===== src/sv/lcmfn_pkg.sv =====
// ----------------------------------------------------------------------------
// lcmfn_pkg
// Shared types and constants for the lcm-of-1..n modulo prime unit.
// ----------------------------------------------------------------------------
package lcmfn_pkg;

    localparam int unsigned PROD_W = 30;

    localparam logic [PROD_W-1:0] LCM_MOD     = 30'd1000000007;
    localparam logic [31:0]       LCM_MOD_X1  = 32'd1000000007;
    localparam logic [31:0]       LCM_MOD_X2  = 32'd2000000014;

    typedef enum logic [3:0] {
        ST_IDLE,
        ST_CLEAR,
        ST_OUTER,
        ST_TEST,
        ST_MARK,
        ST_SCAN,
        ST_SCAN_TEST,
        ST_POW,
        ST_MUL,
        ST_DONE
    } state_t;

    // controller -> datapath
    typedef struct packed {
        logic load;        // latch n, reset counters and product
        logic clr_adv;     // write 0 at clear index, step it
        logic sv_rd;       // read map at sieve index i
        logic sv_next_i;   // i <= i + 1
        logic mark_start;  // j <= i * i
        logic mark_adv;    // write 1 at j, j <= j + i
        logic scan_rd;     // read map at p
        logic scan_next;   // p <= p + 1
        logic pow_start;   // pw <= p
        logic pow_adv;     // pw <= pw * p
        logic mul_start;   // start bit-serial modular multiply
        logic mul_adv;     // one multiply bit
        logic out_load;    // move product into output register
    } cmd_t;

    // datapath -> controller
    typedef struct packed {
        logic clr_last;
        logic sv_done;
        logic rd_comp;
        logic mark_last;
        logic scan_done;
        logic pow_done;
        logic mul_last;
        logic out_busy;
    } status_t;

endpackage


===== src/sv/lcmfn_ctrl.sv =====
// ----------------------------------------------------------------------------
// lcmfn_ctrl
// Sequencer: clear pass, sieve, prime scan, prime-power build, multiply.
// ----------------------------------------------------------------------------
module lcmfn_ctrl (
    input  logic               aclk,
    input  logic               aresetn,
    input  logic               in_valid,
    output logic               in_ready,
    input  lcmfn_pkg::status_t sts,
    output lcmfn_pkg::cmd_t    cmd
);
    import lcmfn_pkg::*;

    state_t state_reg;
    state_t state_next;

    always_ff @(posedge aclk) begin
        if (!aresetn) begin
            state_reg <= ST_IDLE;
        end else begin
            state_reg <= state_next;
        end
    end

    always_comb begin
        state_next = state_reg;
        cmd        = '0;
        in_ready   = 1'b0;
        case (state_reg)
            ST_IDLE: begin
                in_ready = 1'b1;
                if (in_valid) begin
                    cmd.load   = 1'b1;
                    state_next = ST_CLEAR;
                end
            end
            ST_CLEAR: begin
                cmd.clr_adv = 1'b1;
                if (sts.clr_last) begin
                    state_next = ST_OUTER;
                end
            end
            ST_OUTER: begin
                if (sts.sv_done) begin
                    state_next = ST_SCAN;
                end else begin
                    cmd.sv_rd  = 1'b1;
                    state_next = ST_TEST;
                end
            end
            ST_TEST: begin
                if (sts.rd_comp) begin
                    cmd.sv_next_i = 1'b1;
                    state_next    = ST_OUTER;
                end else begin
                    cmd.mark_start = 1'b1;
                    state_next     = ST_MARK;
                end
            end
            ST_MARK: begin
                cmd.mark_adv = 1'b1;
                if (sts.mark_last) begin
                    cmd.sv_next_i = 1'b1;
                    state_next    = ST_OUTER;
                end
            end
            ST_SCAN: begin
                if (sts.scan_done) begin
                    state_next = ST_DONE;
                end else begin
                    cmd.scan_rd = 1'b1;
                    state_next  = ST_SCAN_TEST;
                end
            end
            ST_SCAN_TEST: begin
                if (sts.rd_comp) begin
                    cmd.scan_next = 1'b1;
                    state_next    = ST_SCAN;
                end else begin
                    cmd.pow_start = 1'b1;
                    state_next    = ST_POW;
                end
            end
            ST_POW: begin
                if (sts.pow_done) begin
                    cmd.mul_start = 1'b1;
                    state_next    = ST_MUL;
                end else begin
                    cmd.pow_adv = 1'b1;
                end
            end
            ST_MUL: begin
                cmd.mul_adv = 1'b1;
                if (sts.mul_last) begin
                    cmd.scan_next = 1'b1;
                    state_next    = ST_SCAN;
                end
            end
            ST_DONE: begin
                if (!sts.out_busy) begin
                    cmd.out_load = 1'b1;
                    state_next   = ST_IDLE;
                end
            end
            default: begin
                state_next = ST_IDLE;
            end
        endcase
    end

endmodule


===== config.mk =====
export PLATFORM = sky130hd
export DESIGN_NAME = lcmfn_ctrl
export DESIGN_NICKNAME = d
export VERILOG_FILES = /design/src/sv/lcmfn_pkg.sv /design/src/sv/lcmfn_ctrl.sv
export SDC_FILE = /design/constraint.sdc
export NUM_CORES = 1
export LEC_CHECK = 0
export BUFFER_PORTS_ARGS = -buffer_cell sky130_fd_sc_hd__buf_2
export CORE_MARGIN = 2
export CORE_UTILIZATION = 40
export CTS_BUF_LIST = sky130_fd_sc_hd__clkbuf_16
export DETAILED_ROUTE_END_ITERATION = 8
export PLACE_DENSITY = 0.8
export SLEW_MARGIN = 25
export SYNTH_ARGS = -nofsm -noshare
export SYNTH_HDL_FRONTEND = slang
export SYNTH_SLANG_ARGS = --single-unit

===== constraint.sdc =====
create_clock -name aclk -period 1.4 [get_ports aclk]
set_input_delay 0.07 -clock aclk [delete_from_list [all_inputs] [get_ports aclk]]
set_output_delay 0.07 -clock aclk [all_outputs]
set_load 0.02 [all_outputs]

==> results.cfg, run 1 <==
[clocking]
clkTransAtPathRegs_ns = 0.03
root_buffer = clkbuf_16
clk_latency_ns = 0.23
h-tree-depth = 1
cts_tree = done
cts_num_sinks = 4
cts_made_buffers = 3
ctsHoldBuffers = 0
clockBufferDepth = 2

[layout]
nNetsFinal = 123
multi_input_area_sq_um = 497
fillers = 84
seqCellArea_sq_um = 90.1
final_layout_size_suffix_gt1_share_pct = 61.8
largest_reg_flops = 4
antenna_cells = 0
syn_to_final_growth_pct = 73.6

[timing]
setup_tns_ns = -0.0641
fin_crit_ns = 1.45
rsz0062_at_grt = yes
slew_viol_final = 0
worst_slew_pin_slew_ns = 0.267
hold_viol = 0
max_slew_margin_pct = 82.0
fmaxAchievable_mhz = 687
setup_viol = 3
fin_ws_ns = -0.0545
min_period_over_period_pct = 104
clock_skew_ns = 0.00284

[power_and_ir_drop]
power.density_mw_per_mm2 = 1640
ir_drop_v = 0.00139
p_leak_nw = 0.424
p_total_mw = 1.56

[critical_path]
critPathLaunchType = flop
r2r-start = state_reg[2]
cp-startpoint = state_reg[0]
slowest_delay_ns = 0.33
path_max_fanout = 10
slowest_stage = dfxtp_2
worstPathCellList = buf_12 -> or2_4 -> nor3_4 -> and2_4 -> buf_6
crit_arrival_ns = 1.38
crit_path_end_kind = output pin
crit_type = flop to output pin
critPathRequiredTime_ns = 1.33

[detailed_routing]
ant_nets = 0
drcViolationCount = 0
post_drt_wl_per_cell_um = 17.8
wl_um = 2230
first_iter_violations = 37
firstDrtPassIters = 4
vias = 747
via_per_inst = 5.98

[logic_synthesis]
yosys-top-cells-count = nor2_1, nor3_1, nand2_1, nand2b_1, dfxtp_1
synthCells = 73
synth_nets = 84
ys_seq_area_share_pct = 14.6
post-synth-top-count-cell = nor2_1
yosysTopAreaCell = dfxtp_1
syn_avg_cell_area_sq_um = 7.52
ys_types = 35
synth_edf_count = 0
postSynth.asyncResetShare_pct = 0
ys_ff_latch = 4
post-synth-top-area-fraction_pct = 14.6
synth_area_leaders = dfxtp_1, nor3_1, nand2b_1
yosysWarnings = 0
ys.flop_type = dfxtp_1
syn_area_sq_um = 549

[floorplanning]
core_sq_mm = 0.00128
io_pins = 25
die_h_um = 41.1
start_util_pct = 42.7
rows = 13
die_area_sq_mm = 0.00169
die_x_um = 41.1

[outcome]
outcome = complete, but fails checks
violations = negative setup slack

[global_route]
grt_first_pass_wirelength_um = 2600
gr-total-overflow = 0
grt_usage_pct = 24.3
antenna_found_initial = 0
grt_pass1_vias = 601
grt_max_degree = 13

[hold_path]
hold_path.class = primary input to flop
hp-start = aresetn

[job]
max_cap_violations = 0

[placement]
dp_hpwl_um = 1340
portBuffers = 24
place_congestion = 0.846
## worst max-delay path, delay by kind of cell (launching register included)
| family | cells | cell delay [ns] |
|---|---|---|
| AND/OR/NAND/NOR | 3 | 0.57 |
| flip-flops | 1 | 0.33 |
| buffers and inverters | 2 | 0.25 |
## cells in the final DEF, fill, tap and decap left out, types with 2 or more instances in the layout
cell / netlist / routed
nand2b_1: 5 / 2
nand2_1: 5 / 5
o32ai_2: 0 / 2
nor3_1: 7 / 4
nor4_1: 2 / 2
nand3_1: 3 / 3
buf_4: 1 / 18
inv_1: 3 / 3
clkbuf_16: 0 / 3
o21ai_1: 2 / 2
dfxtp_4: 0 / 2
nand2b_2: 0 / 2
dfxtp_2: 0 / 2
buf_2: 2 / 19
a21oi_1: 3 / 3
nor3b_1: 2 / 2
nor2_1: 8 / 7
nor3_2: 2 / 4
## metrics by stage
step	hold WS (ns)	area (sq um)	std cells	utilization (%)	setup slack, ns
after floorplan	0.185	559	73	-	0.0207
after global placement	0.358	746	117	58.0	0.0174
after detailed placement	0.362	746	117	58.0	-0.00437
after CTS	0.136	913	125	71.1	-0.0425
after global routing	0.141	953	125	74.2	-0.0781
final	0.134	953	125	74.2	-0.0545
## report_power, final
| group | total [mW] | internal, mW | switching (mW) |
|---|---|---|---|
| clock network | 0.460 | 0.366 | 0.0935 |
| logic | 0.921 | 0.455 | 0.465 |
| registers | 0.184 | 0.143 | 0.0411 |
## final cells by class
cell class	count	area share [%]
Multi-Input combinational cell	61	52.1
Timing Repair Buffer	39	27.4
Sequential cell	4	9.45
Clock buffer	3	7.87
Tap cell	15	1.97
Inverter	3	1.18
## path summary, 6_finish.rpt
check	endpoint	slack (ns)	depth (start not counted)
hold / removal	state_reg[1]	0.13	3
setup / recovery	cmd[12]	-0.05	5
hold reg to reg	state_reg[2]	0.72	3
setup reg to reg	state_reg[3]	-0.01	4
## repair_timing
item | CTS | global route
resized for setup | 17 | 11
endpoints found under the hold margin | 0 | 0
endpoints found under the setup margin | 14 | 9
setup buffers | 5 | 0
pin swaps | 2 | 0
## cell families (layout without fill, tap and decap cells)
family	Yosys count	after routing	share of synthesized area, %
buf+inv	8	45	9.34
flops	4	4	14.6
mux	2	2	5.92
simple gates	41	41	41.9
compound gates	18	18	28.2
## layer usage
layer  global-route usage [%]  vias up  part of all wire (%)
li1                         -      344                     -
met1                     27.8      368                    41
met2                     45.3       33                    53
met3                     4.89        2                   5.2
met4                     5.00        0                  0.49
met5                        0        -                     0
No activity file was read; power rests on OpenSTA's default activity.
==> run 2, diff against run 1 <==
GPL_TIMING_DRIVEN = 0   (was unset)
==> results.cfg, run 2 (synthesis results as in run 1) <==
[layout]
syn_to_final_growth_pct = 73.6
largest_reg_flops = 4
nNetsFinal = 117
antenna_cells = 0
final_layout_size_suffix_gt1_share_pct = 57.7
final_area_sq_um = 953
layout_commonest_cell = buf_2
fin_cells = 119
most-common-layout-cells = buf_2, nor2_1, buf_6

[timing]
min_period_over_period_pct = 101
fmaxAchievable_mhz = 709
slew_viol_final = 0
worst_slew_pin_slew_ns = 0.252
clock_skew_ns = 0.00293
fin_ws_ns = -0.00986
hold_viol = 0
rsz0062_at_grt = yes
max_slew_margin_pct = 83.0
setup_viol = 2
fin_crit_ns = 1.41

[clocking]
root_buffer = clkbuf_16
cts_made_buffers = 3
clockBufferDepth = 2
cts_num_sinks = 4
clkTransAtPathRegs_ns = 0.03
cts_tree = done
clk_latency_ns = 0.22
h-tree-depth = 1
ctsHoldBuffers = 0

[placement]
place_congestion = 0.852
pre_cts_ws_ns = -0.0457
portBuffers = 24
placed_area_sq_um = 698
dp_cells = 112
dp_hpwl_um = 1240

[critical_path]
r2r_end = state_reg[0]
r2r-start = state_reg[0]
reg2reg_slack_ns = 0.01
critPathLaunchType = flop
path_max_fanout = 8
crit_arrival_ns = 1.34
crit_type = flop to output pin
r2r_cells = 3
crit_path_end_kind = output pin
critPathRequiredTime_ns = 1.33

[outcome]
outcome = complete, but fails checks
violations = negative setup slack

[floorplanning]
die_h_um = 41.1
core_sq_mm = 0.00128
die_area_sq_mm = 0.00169
die_x_um = 41.1
io_pins = 25
rows = 13
start_util_pct = 42.7

[job]
max_cap_violations = 0

[power_and_ir_drop]
p_int_mw = 0.879
seqPwrFrac_pct = 13.6
p_comb_share_pct = 55.5
ir_drop_v = 0.00134
switchingPower_mw = 0.535
netSwitchingFraction_pct = 37.8
p_clk_share_pct = 30.9
p_leak_nw = 0.409
power.density_mw_per_mm2 = 1480

[hold_path]
hp-start = aresetn
min_to = state_reg[1]
hold_path.class = primary input to flop
worstHoldPathCells = 3

[detailed_routing]
wl_um = 1930
post_drt_wl_per_cell_um = 16.2
ant_nets = 0
first_iter_violations = 20
drcViolationCount = 0
firstDrtPassIters = 4
via_per_inst = 5.93
vias = 706

[global_route]
grt_first_pass_wirelength_um = 2460
antenna_found_initial = 0
gr-total-overflow = 0
grt_max_degree = 11
grt_pass1_vias = 595
grt_usage_pct = 21.7
-- run 2: cell types whose count changed in the layout (fill, tap and decap cells not counted), sizes merged --
| cell | before | now |
|---|---|---|
| buf | 39 | 33 |
-- run 2: critical path, cell delays in order (launching register included) --
cell and delay [ns]:
dfxtp_4 0.36, or2_4 0.28, nor3_4 0.20, and2_4 0.17, buf_6 0.11
-- run 2: final cells by class --
| type | count | area, sq um |
|---|---|---|
| flip-flops and latches | 4 | 91.3 |
| well taps | 15 | 18.8 |
| multi-input cells | 61 | 523 |
| plain buffers | 5 | 60.1 |
| inverters | 3 | 11.3 |
| repair buffers | 28 | 174 |
| clock buffers | 3 | 75.1 |
| fillers | 88 | 332 |
-- run 2: power by group through the flow --
stage	registers, mW	logic, mW	clock network [mW]
3_3_place_gp	0.177	0.595	0
2_1_floorplan	0.165	0.466	0
5_1_grt	0.199	0.833	0.455
6_report	0.192	0.784	0.437
4_1_cts	0.180	0.617	0.442
3_5_place_dp	0.176	0.603	0
-- run 2: timing repair --
action                     4_1_cts  5_1_grt
setup endpoints to repair       10       12
gates resized for setup         10       28
buffers inserted                 0        4
pin swaps                        1        6
-- run 2: worst max path at each step --
stage | startpoint | end | slack, ns | cells past startpoint
global route | state_reg[1] | cmd[12] | -0.07 | 4
CTS | state_reg[2] | cmd[12] | 0.0003 | 5
global placement | state_reg[0] | state_reg[0] | -0.06 | 3
finish | state_reg[1] | cmd[12] | -0.01 | 4
detailed placement | state_reg[0] | state_reg[0] | -0.05 | 3
floorplan | state_reg[2] | cmd[10] | 0.02 | 3
-- run 2: through the flow --
stage / util (%) / hold slack (ns) / TNS, ns / total power [mW]
floorplan: - / 0.185 / 0 / 0.632
global placement: 54.3 / 0.356 / -0.0856 / 0.772
detailed placement: 54.3 / 0.357 / -0.0810 / 0.779
CTS: 62.6 / 0.131 / 0 / 1.24
global route: 74.2 / 0.170 / -0.213 / 1.49
finish: 74.2 / 0.131 / -0.0173 / 1.41
-- run 2: routing by layer --
| metal | routed length [um] | share of wire, % | up-vias | track usage (%) |
|---|---|---|---|---|
| met4 | 0 | 0 | 0 | 5.00 |
| met2 | 1020 | 53 | 29 | 38.3 |
| li1 | - | - | 333 | - |
| met5 | 0 | 0 | - | 0 |
| met3 | 79 | 4.1 | 0 | 5.43 |
| met1 | 831 | 43 | 344 | 26.0 |
==> run 3, diff against run 2 <==
CORE_AREA = 2 2 39 41   (was unset)
CORE_MARGIN = unset   (was 2)
CORE_UTILIZATION = unset   (was 40)
CTS_BUF_LIST = sky130_fd_sc_hd__clkbuf_4 sky130_fd_sc_hd__clkbuf_8   (was sky130_fd_sc_hd__clkbuf_16)
DIE_AREA = 0 0 41 43   (was unset)
PLACE_DENSITY = 0.82   (was 0.8)
SKIP_CTS_REPAIR_TIMING = 1   (was unset)
TNS_END_PERCENT = 1   (was unset)
==> results.cfg, run 3 (synthesis results as in run 1) <==
[floorplanning]
core_sq_mm = 0.00138
die_area_sq_mm = 0.00176
die_h_um = 43
rows = 14
start_util_pct = 39.7
die_x_um = 41
io_pins = 25

[global_route]
grt_first_pass_wirelength_um = 2420
gr-total-overflow = 0
grt_most_used_layer = met2
gr-usage-met1_pct = 23.5
grt_pass1_vias = 596
use_met2_pct = 32.2
antenna_found_initial = 0
globalRouteMet3Util_pct = 1.57
grt_max_degree = 11
grt_usage_pct = 19.6

[timing]
hold_viol = 0
fmaxAchievable_mhz = 703
min_period_over_period_pct = 102
rsz0062_at_grt = yes
setup_viol = 1
fin_ws_ns = -0.0216
fin_crit_ns = 1.42
max_slew_margin_pct = 82.4
clock_skew_ns = 0.00325
worst_slew_pin_slew_ns = 0.265
slew_viol_final = 0

[layout]
most-common-layout-cells = buf_2, buf_4, nor2_1
layout_commonest_cell = buf_2
antenna_cells = 0
final_layout_size_suffix_gt1_share_pct = 55.3
syn_to_final_growth_pct = 56.3
nNetsFinal = 116
final_area_sq_um = 858
largest_reg_flops = 4

[hold_path]
hp-start = aresetn
hold_path.class = primary input to flop

[detailed_routing]
firstDrtPassIters = 4
via_per_inst = 5.61
vias = 668
wl_um = 1750
ant_nets = 0
first_iter_violations = 20
post_drt_wl_per_cell_um = 14.7
drcViolationCount = 0

[clocking]
root_buffer = clkbuf_4
clkTransAtPathRegs_ns = 0.04
clockBufferDepth = 2
clk_latency_ns = 0.24
h-tree-depth = 1
cts_num_sinks = 4
cts_tree = done
cts_made_buffers = 3

[critical_path]
crit_arrival_ns = 1.35
worstPathCellList = buf_6 -> nand2b_2 -> nor4_2 -> buf_4
critPathLaunchType = flop
r2r-start = state_reg[0]
crit_path_end_kind = output pin
path_max_fanout = 10
slowest_delay_ns = 0.36
crit_type = flop to output pin
slowest_stage = dfxtp_4
critPathRequiredTime_ns = 1.33
cp-startpoint = state_reg[0]

[placement]
placed_area_sq_um = 694
portBuffers = 24
dp_hpwl_um = 1220
place_congestion = 0.835

[power_and_ir_drop]
p_total_mw = 1.05
power.density_mw_per_mm2 = 1220
p_leak_nw = 0.372
ir_drop_v = 0.000500

[job]
max_cap_violations = 0

[outcome]
violations = negative setup slack
outcome = complete, but fails checks
==> run 3: cell type report <==
type | instances | area [sq um]
Buffer | 5 | 56.3
Clock buffer | 3 | 22.5
Fill cell | 130 | 526
Inverter | 3 | 11.3
Multi-Input combinational cell | 61 | 498
Sequential cell | 4 | 88.8
Tap cell | 16 | 20.0
Timing Repair Buffer | 27 | 161
==> run 3: worst paths after layout <==
kind	end	slack [ns]	depth (start not counted)
max reg2reg	state_reg[0]	0.02	3
min	state_reg[1]	0.12	3
max	cmd[10]	-0.02	4
min reg2reg	state_reg[0]	0.69	3
==> run 3: report_power, final <==
group          internal [mW]  switching, mW
sequential             0.149         0.0390
clock                 0.0959         0.0481
combinational          0.314          0.399
total                  0.560          0.486
==> run 3: through the flow <==
| stage | TNS, ns | setup WS, ns | cells | hold slack (ns) | utilization (%) |
|---|---|---|---|---|---|
| detailed placement | -0.0868 | -0.0710 | 113 | 0.359 | 50.2 |
| CTS | -0.847 | -0.195 | 116 | 0.111 | 51.8 |
| finish | -0.0216 | -0.0216 | 119 | 0.116 | 62.0 |
| global placement | -0.0823 | -0.0535 | 113 | 0.359 | 50.2 |
| global route | -0.184 | -0.0582 | 119 | 0.154 | 62.0 |
| floorplan | -0.114 | -0.114 | 73 | 0.185 | - |
==> run 3: metal layers <==
metal  part of all wire [%]  wire (um)  up-vias
met4                    1.8         31        0
met2                     51        895       20
met1                     43        759      314
met5                      0          0        -
li1                       -          -      330
met3                    3.5         61        4
==> run 3: worst max-delay path, delay by kind of cell, from the launching register on <==
kind | cells | cell delay, ns
flip-flops | 1 | 0.36
buffers and inverters | 2 | 0.34
AND/OR/NAND/NOR | 2 | 0.42
